[config.mk]
export PLATFORM = sky130hd
export DESIGN_NAME = ddo_ctrl
export DESIGN_NICKNAME = d
export VERILOG_FILES = /design/src/rtl/core/ddo_pkg.sv /design/src/rtl/core/ddo_ctrl.sv
export SDC_FILE = /design/constraint.sdc
export NUM_CORES = 1
export LEC_CHECK = 0
export BUFFER_PORTS_ARGS = -buffer_cell sky130_fd_sc_hd__buf_2
export CORE_ASPECT_RATIO = 1.1
export CORE_UTILIZATION = 55
export CTS_CLUSTER_DIAMETER = 200
export DETAILED_ROUTE_END_ITERATION = 10
export PLACE_DENSITY_LB_ADDON = 0.3
export SETUP_SLACK_MARGIN = 0.05
export SYNTH_ARGS = -nofsm -noshare
export SYNTH_HDL_FRONTEND = slang
export SYNTH_SLANG_ARGS = --single-unit
export TNS_END_PERCENT = 5
[constraint.sdc]
create_clock -name clk -period 3.9 [get_ports clk]
set_input_delay 0.975 -clock clk [delete_from_list [all_inputs] [get_ports clk]]
set_output_delay 0.975 -clock clk [all_outputs]
set_load 0.1 [all_outputs]
[src/rtl/core/ddo_pkg.sv]
// shared constants, command and status types and the arctangent table for the odometry core
package ddo_pkg;

    // rotations per cordic pass, 12 to 32
    localparam int CORDIC_STEPS = 24;

    // configuration
    localparam logic [31:0] WHEEL_BASE_RESET = 32'd15729;
    localparam int          REG_WHEEL_BASE   = 0;

    // cordic start vector (gain compensated) and clamp limit, Q1.30
    localparam logic signed [33:0] CORDIC_START = 34'sd652032874;
    localparam logic signed [33:0] ONE_Q30      = 34'sd1073741824;

    // radians Q.16 to binary angle, round(2^47 / pi)
    localparam logic [45:0] BAM_K    = 46'd44798133900177;
    localparam logic [31:0] BAM_K_LO = BAM_K[31:0];
    localparam logic [13:0] BAM_K_HI = BAM_K[45:32];

    // datapath operations
    localparam int OP_W = 5;
    localparam logic [OP_W-1:0] OP_NONE     = 5'd0;
    localparam logic [OP_W-1:0] OP_LOAD     = 5'd1;
    localparam logic [OP_W-1:0] OP_MUL_DL   = 5'd2;
    localparam logic [OP_W-1:0] OP_ST_DL    = 5'd3;
    localparam logic [OP_W-1:0] OP_MUL_DR   = 5'd4;
    localparam logic [OP_W-1:0] OP_ST_DR    = 5'd5;
    localparam logic [OP_W-1:0] OP_SUMS     = 5'd6;
    localparam logic [OP_W-1:0] OP_DIV_STEP = 5'd7;
    localparam logic [OP_W-1:0] OP_MUL_B0   = 5'd8;
    localparam logic [OP_W-1:0] OP_ACC_B0   = 5'd9;
    localparam logic [OP_W-1:0] OP_MUL_B1   = 5'd10;
    localparam logic [OP_W-1:0] OP_ACC_B1   = 5'd11;
    localparam logic [OP_W-1:0] OP_MUL_B2   = 5'd12;
    localparam logic [OP_W-1:0] OP_ACC_B2   = 5'd13;
    localparam logic [OP_W-1:0] OP_COR_INIT = 5'd14;
    localparam logic [OP_W-1:0] OP_COR_STEP = 5'd15;
    localparam logic [OP_W-1:0] OP_COR_DONE = 5'd16;
    localparam logic [OP_W-1:0] OP_MUL_H    = 5'd17;
    localparam logic [OP_W-1:0] OP_MUL_L    = 5'd18;
    localparam logic [OP_W-1:0] OP_ADD_POS  = 5'd19;
    localparam logic [OP_W-1:0] OP_DIV_INIT = 5'd20;
    localparam logic [OP_W-1:0] OP_DIV_FIN  = 5'd21;
    localparam logic [OP_W-1:0] OP_OUT      = 5'd22;

    // sel: second cordic pass, y axis, or turn rate division
    typedef struct packed {
        logic [OP_W-1:0] op;
        logic            sel;
        logic [4:0]      step;
    } ddo_cmd_t;

    typedef struct packed {
        logic dt_zero;
    } ddo_stat_t;

    // arctangent of 2^-i as binary angle
    function automatic logic [29:0] atan_bam(input logic [4:0] i);
        logic [29:0] v;
        unique case (i)
            5'd0:  v = 30'd536870912;
            5'd1:  v = 30'd316933406;
            5'd2:  v = 30'd167458907;
            5'd3:  v = 30'd85004756;
            5'd4:  v = 30'd42667331;
            5'd5:  v = 30'd21354465;
            5'd6:  v = 30'd10679838;
            5'd7:  v = 30'd5340245;
            5'd8:  v = 30'd2670163;
            5'd9:  v = 30'd1335087;
            5'd10: v = 30'd667544;
            5'd11: v = 30'd333772;
            5'd12: v = 30'd166886;
            5'd13: v = 30'd83443;
            5'd14: v = 30'd41722;
            5'd15: v = 30'd20861;
            5'd16: v = 30'd10430;
            5'd17: v = 30'd5215;
            5'd18: v = 30'd2608;
            5'd19: v = 30'd1304;
            5'd20: v = 30'd652;
            5'd21: v = 30'd326;
            5'd22: v = 30'd163;
            5'd23: v = 30'd81;
            5'd24: v = 30'd41;
            5'd25: v = 30'd20;
            5'd26: v = 30'd10;
            5'd27: v = 30'd5;
            5'd28: v = 30'd3;
            5'd29: v = 30'd1;
            5'd30: v = 30'd1;
            5'd31: v = 30'd0;
        endcase
        return v;
    endfunction

endpackage

[src/rtl/core/ddo_ctrl.sv]
// sequencer that steps the odometry datapath through one transaction
module ddo_ctrl import ddo_pkg::*; (
    input  logic      clk,
    input  logic      rst_n,
    input  logic      in_valid,
    output logic      in_ready,
    output logic      out_valid,
    input  logic      out_ready,
    input  ddo_stat_t stat,
    output ddo_cmd_t  cmd
);

    localparam logic [4:0] S_IDLE     = 5'd0;
    localparam logic [4:0] S_MUL_DL   = 5'd1;
    localparam logic [4:0] S_ST_DL    = 5'd2;
    localparam logic [4:0] S_MUL_DR   = 5'd3;
    localparam logic [4:0] S_ST_DR    = 5'd4;
    localparam logic [4:0] S_SUMS     = 5'd5;
    localparam logic [4:0] S_DIV_T    = 5'd6;
    localparam logic [4:0] S_MUL_B0   = 5'd7;
    localparam logic [4:0] S_ACC_B0   = 5'd8;
    localparam logic [4:0] S_MUL_B1   = 5'd9;
    localparam logic [4:0] S_ACC_B1   = 5'd10;
    localparam logic [4:0] S_MUL_B2   = 5'd11;
    localparam logic [4:0] S_ACC_B2   = 5'd12;
    localparam logic [4:0] S_COR_INIT = 5'd13;
    localparam logic [4:0] S_COR_STEP = 5'd14;
    localparam logic [4:0] S_COR_DONE = 5'd15;
    localparam logic [4:0] S_MUL_H    = 5'd16;
    localparam logic [4:0] S_MUL_L    = 5'd17;
    localparam logic [4:0] S_ADD_POS  = 5'd18;
    localparam logic [4:0] S_DIV_INIT = 5'd19;
    localparam logic [4:0] S_DIV_S    = 5'd20;
    localparam logic [4:0] S_DIV_FIN  = 5'd21;
    localparam logic [4:0] S_OUT      = 5'd22;

    localparam logic [5:0] LAST_TURN_STEP = 6'd63;
    localparam logic [5:0] LAST_SAT_STEP  = 6'd31;
    localparam logic [5:0] LAST_COR_STEP  = 6'(CORDIC_STEPS - 1);

    logic [4:0] state_reg, state_next;
    logic [5:0] cnt_reg, cnt_next;
    logic       pass_reg, pass_next;
    logic       sel_reg, sel_next;
    logic       out_valid_reg, out_valid_next;
    logic       load_out;

    // next state and command
    always_comb
    begin
        state_next = state_reg;
        cnt_next   = cnt_reg;
        pass_next  = pass_reg;
        sel_next   = sel_reg;
        load_out   = 1'b0;
        cmd.op     = OP_NONE;
        cmd.sel    = sel_reg;
        cmd.step   = cnt_reg[4:0];
        in_ready   = 1'b0;
        unique case (state_reg)
            S_IDLE:
            begin
                in_ready = 1'b1;
                if (in_valid)
                begin
                    cmd.op     = OP_LOAD;
                    pass_next  = 1'b0;
                    sel_next   = 1'b0;
                    state_next = S_MUL_DL;
                end
            end
            S_MUL_DL:
            begin
                cmd.op     = OP_MUL_DL;
                state_next = S_ST_DL;
            end
            S_ST_DL:
            begin
                cmd.op     = OP_ST_DL;
                state_next = S_MUL_DR;
            end
            S_MUL_DR:
            begin
                cmd.op     = OP_MUL_DR;
                state_next = S_ST_DR;
            end
            S_ST_DR:
            begin
                cmd.op     = OP_ST_DR;
                state_next = S_SUMS;
            end
            S_SUMS:
            begin
                cmd.op     = OP_SUMS;
                cnt_next   = '0;
                state_next = S_DIV_T;
            end
            S_DIV_T:
            begin
                cmd.op   = OP_DIV_STEP;
                cnt_next = cnt_reg + 6'd1;
                if (cnt_reg == LAST_TURN_STEP)
                begin
                    state_next = S_MUL_B0;
                end
            end
            S_MUL_B0:
            begin
                cmd.op     = OP_MUL_B0;
                state_next = S_ACC_B0;
            end
            S_ACC_B0:
            begin
                cmd.op     = OP_ACC_B0;
                state_next = S_MUL_B1;
            end
            S_MUL_B1:
            begin
                cmd.op     = OP_MUL_B1;
                state_next = S_ACC_B1;
            end
            S_ACC_B1:
            begin
                cmd.op     = OP_ACC_B1;
                state_next = S_MUL_B2;
            end
            S_MUL_B2:
            begin
                cmd.op     = OP_MUL_B2;
                state_next = S_ACC_B2;
            end
            S_ACC_B2:
            begin
                cmd.op     = OP_ACC_B2;
                state_next = S_COR_INIT;
            end
            S_COR_INIT:
            begin
                cmd.op     = OP_COR_INIT;
                cmd.sel    = pass_reg;
                cnt_next   = '0;
                state_next = S_COR_STEP;
            end
            S_COR_STEP:
            begin
                cmd.op   = OP_COR_STEP;
                cnt_next = cnt_reg + 6'd1;
                if (cnt_reg == LAST_COR_STEP)
                begin
                    state_next = S_COR_DONE;
                end
            end
            S_COR_DONE:
            begin
                cmd.op   = OP_COR_DONE;
                cmd.sel  = pass_reg;
                sel_next = 1'b0;
                priority if (!pass_reg)
                begin
                    state_next = S_MUL_H;
                end
                else if (stat.dt_zero)
                begin
                    state_next = S_OUT;
                end
                else
                begin
                    state_next = S_DIV_INIT;
                end
            end
            S_MUL_H:
            begin
                cmd.op     = OP_MUL_H;
                state_next = S_MUL_L;
            end
            S_MUL_L:
            begin
                cmd.op     = OP_MUL_L;
                state_next = S_ADD_POS;
            end
            S_ADD_POS:
            begin
                cmd.op = OP_ADD_POS;
                if (!sel_reg)
                begin
                    sel_next   = 1'b1;
                    state_next = S_MUL_H;
                end
                else
                begin
                    pass_next  = 1'b1;
                    state_next = S_COR_INIT;
                end
            end
            S_DIV_INIT:
            begin
                cmd.op     = OP_DIV_INIT;
                cnt_next   = '0;
                state_next = S_DIV_S;
            end
            S_DIV_S:
            begin
                cmd.op   = OP_DIV_STEP;
                cnt_next = cnt_reg + 6'd1;
                if (cnt_reg == LAST_SAT_STEP)
                begin
                    state_next = S_DIV_FIN;
                end
            end
            S_DIV_FIN:
            begin
                cmd.op = OP_DIV_FIN;
                if (!sel_reg)
                begin
                    sel_next   = 1'b1;
                    state_next = S_DIV_INIT;
                end
                else
                begin
                    state_next = S_OUT;
                end
            end
            S_OUT:
            begin
                if (!out_valid_reg || out_ready)
                begin
                    cmd.op     = OP_OUT;
                    load_out   = 1'b1;
                    state_next = S_IDLE;
                end
            end
            default:
            begin
                state_next = S_IDLE;
            end
        endcase
    end

    // output slot holds a finished result until taken
    always_comb
    begin
        out_valid_next = out_valid_reg;
        if (load_out)
        begin
            out_valid_next = 1'b1;
        end
        else if (out_ready)
        begin
            out_valid_next = 1'b0;
        end
    end

    assign out_valid = out_valid_reg;

    // control registers
    always_ff @(posedge clk or negedge rst_n)
    begin
        if (!rst_n)
        begin
            state_reg     <= S_IDLE;
            cnt_reg       <= '0;
            pass_reg      <= 1'b0;
            sel_reg       <= 1'b0;
            out_valid_reg <= 1'b0;
        end
        else
        begin
            state_reg     <= state_next;
            cnt_reg       <= cnt_next;
            pass_reg      <= pass_next;
            sel_reg       <= sel_next;
            out_valid_reg <= out_valid_next;
        end
    end

endmodule

==> run_results.csv <==
group,metric,value,unit
run_status,outcome,"completed",
cells_and_area,fillers,194,
timing,worst_slew_pin_slew,0.667,ns
timing,setup_viol,0,
timing,fmax,0.315,GHz
floorplan,io_pins,18,
place,port_buffers,17,
yosys,synth_top_cell_by_area,"dfrtp_1",
cts,clkSlewWorstSetupHoldPaths,0.10,ns
worst_setup_path,cp_max_fo,22,
route,first_iter_violations,29,
worst_setup_path,r2r_start,"state_reg[4]$_DFFE_PN0P_",
global_route,grt_max_degree,23,
floorplan,dieHeight,50.5,µm
timing,fin_worst_skew,0.0102,ns
cells_and_area,fin_util,0.608,
cts,clkLatencyLatePin,0.29,ns
timing,rsz0062_at_grt,"no",
cells_and_area,area_growth,3.41,%
floorplan,die_w,46.1,µm
cells_and_area,drive_gt1_frac,0.271,
yosys,synthTopCellsByArea,"dfrtp_1 30%, buf_4 4.5%, nand2_1 4.5%, buf_6 3.8%, nand2b_1 3.7%",
yosys,synth-seq-area-share,0.298,
place,gp_congestion,0.861,
global_route,grt_pass1_wl,4.36,mm
floorplan,rows,17,
yosys,synthCells,133,
cells_and_area,insertedDiodeCount,0,
worst_setup_path,cp-end-kind,"output pin",
min_path,min_path_type,"primary input to asynchronous set/reset pin",
timing,slew_violations,0,
worst_setup_path,start_kind,"flop",
yosys,yosys-top-cells-count,"14 x dfrtp_1, 14 x nand2_1, 7 x buf_4, 7 x nand2b_1, 7 x nor2_1",
worst_setup_path,reg2reg_setup_slack,1.90,ns
cells_and_area,largest_reg_flops,6,
yosys,synthArstFlopShare,1.00,
cts,cts-htree-levels,1,
floorplan,core,2000,µm²
yosys,ys_types,54,
route,routed_wl,2.57,mm
yosys,synth_edf_count,0,
cts,clock_sinks,14,
cts,cts_buffer_depth,2,
timing,fin_crit,3.17,ns
cts,cts-root-buf,"clkbuf_4",
global_route,grt_pass1_vias,954,
yosys,synthFlopType,"dfrtp_1",
route,vias,1034,
yosys,avgSynthCellArea,8.83,µm²
place,dp_cells,164,
yosys,syn-num-nets,139,
timing,hold_viol,0,
flow_run,max-cap-violations,0,
global_route,grt_antenna_before_repair,0,
route,drtPass1Iterations,4,
cts,cts_buffers,3,
cells_and_area,fin_nets,147,
yosys,netlist.area_leader.share,0.298,
timing,finalSetupTns,0,ns
cts,cts.repair.resized,0,
place,hpwl,1.80,mm
worst_setup_path,reg2reg_depth,4,
timing,timing.final.crit_share,0.814,
worst_setup_path,criticalPathCategory,"flop to output pin",
route,post-route-drc-count,0,
route,wl_per_cell,15.3,µm
cells_and_area,final_cells,168,
floorplan,start_util,0.588,
yosys,synth-warning-count,0,
worst_setup_path,cp.arrival,2.20,ns
yosys,synth-seq-cells,14,
route,vias_per_cell,6.15,
route,ant_nets,0,
yosys,synth_area,1170,µm²
worst_setup_path,r2r_end,"cnt_reg[3]$_DFFE_PN0P_",
cts,holdBufCountCts,0,
floorplan,dieArea,2330,µm²
timing,slew_headroom,0.555,
worst_setup_path,required,2.92,ns
cts,cts_tree,"yes",
global_route,grt_use_total,0.259,
global_route,gr-total-overflow,0,
cts,cts_setup_buffers,0,
==> layout by cell type, fill, tap and decap left out, drive strengths merged, types with 3 or more instances in the layout <==
cell type	n
a21oi	6
nor3b	4
nand2	15
o31ai	3
inv	5
clkbuf	4
nand3	5
nor2	7
buf	17
o211ai	3
o21ai	8
a22o	3
dfrtp	14
nor3	4
nand2b	7
==> worst max-delay path by stage <==
| stage | start | endpoint | slack (ns) | depth (start not counted) |
|---|---|---|---|---|
| 2_1_floorplan | out_ready | cmd[8] | 0.20 | 3 |
| 3_3_place_gp | out_ready | cmd[10] | 0.91 | 6 |
| 3_5_place_dp | out_ready | cmd[10] | 0.85 | 6 |
| 4_1_cts | state_reg[1]$_DFFE_PN0P_ | cmd[10] | 0.75 | 5 |
| 5_1_grt | state_reg[1]$_DFFE_PN0P_ | cmd[10] | 0.62 | 5 |
| 6_report | state_reg[1]$_DFFE_PN0P_ | cmd[10] | 0.73 | 5 |
==> stage by stage <==
step	hold WS, ns	setup slack (ns)	instance area [µm²]
after floorplan	0.514	0.204	1170
after global placement	0.530	0.910	1180
after detailed placement	0.558	0.845	1180
after CTS	0.578	0.753	1210
after global routing	0.586	0.624	1210
final	0.563	0.727	1210
==> kinds of logic (layout without fill, tap and decap cells) <==
kind of cell             Yosys count  count (layout)  share of synthesized area
AND/OR/NAND/NOR                   56              56                      0.294
AO/OA/AOI/OAI                     38              38                      0.240
multiplexers                       2               2                     0.0181
XOR/XNOR                           3               3                     0.0224
flip-flops                        14              14                      0.298
adder cells (fa/ha/maj)            1               1                     0.0106
buffers and inverters             19              26                      0.117
==> layer usage <==
metal  vias up  global-route usage  part of all wire
met3         8              0.0468             0.050
met1       494               0.364              0.45
met5         -                   0                 0
met2        34               0.390              0.48
li1        498                   -                 -
met4         0              0.0931             0.018
==> final cells by class <==
| class | instances | area [µm²] | share of cell area |
|---|---|---|---|
| timing repair buffer | 17 | 85.1 | 0.0700 |
| tap | 28 | 35.0 | 0.0288 |
| sequential | 14 | 350 | 0.288 |
| multi-input combinational | 100 | 687 | 0.565 |
| clock buffer | 4 | 36.3 | 0.0299 |
| inverter | 5 | 21.3 | 0.0175 |
==> worst max-delay path, stage by stage, from the launching register on <==
cell and delay, ns:
dfrtp_1 0.77, nor2b_2 0.31, and3_1 0.20, o21ai_1 0.08, o21ai_1 0.11, buf_2 0.44
Power is not shown: default switching activity piles up to over one toggle a cycle in this logic, so the estimate is an artifact.
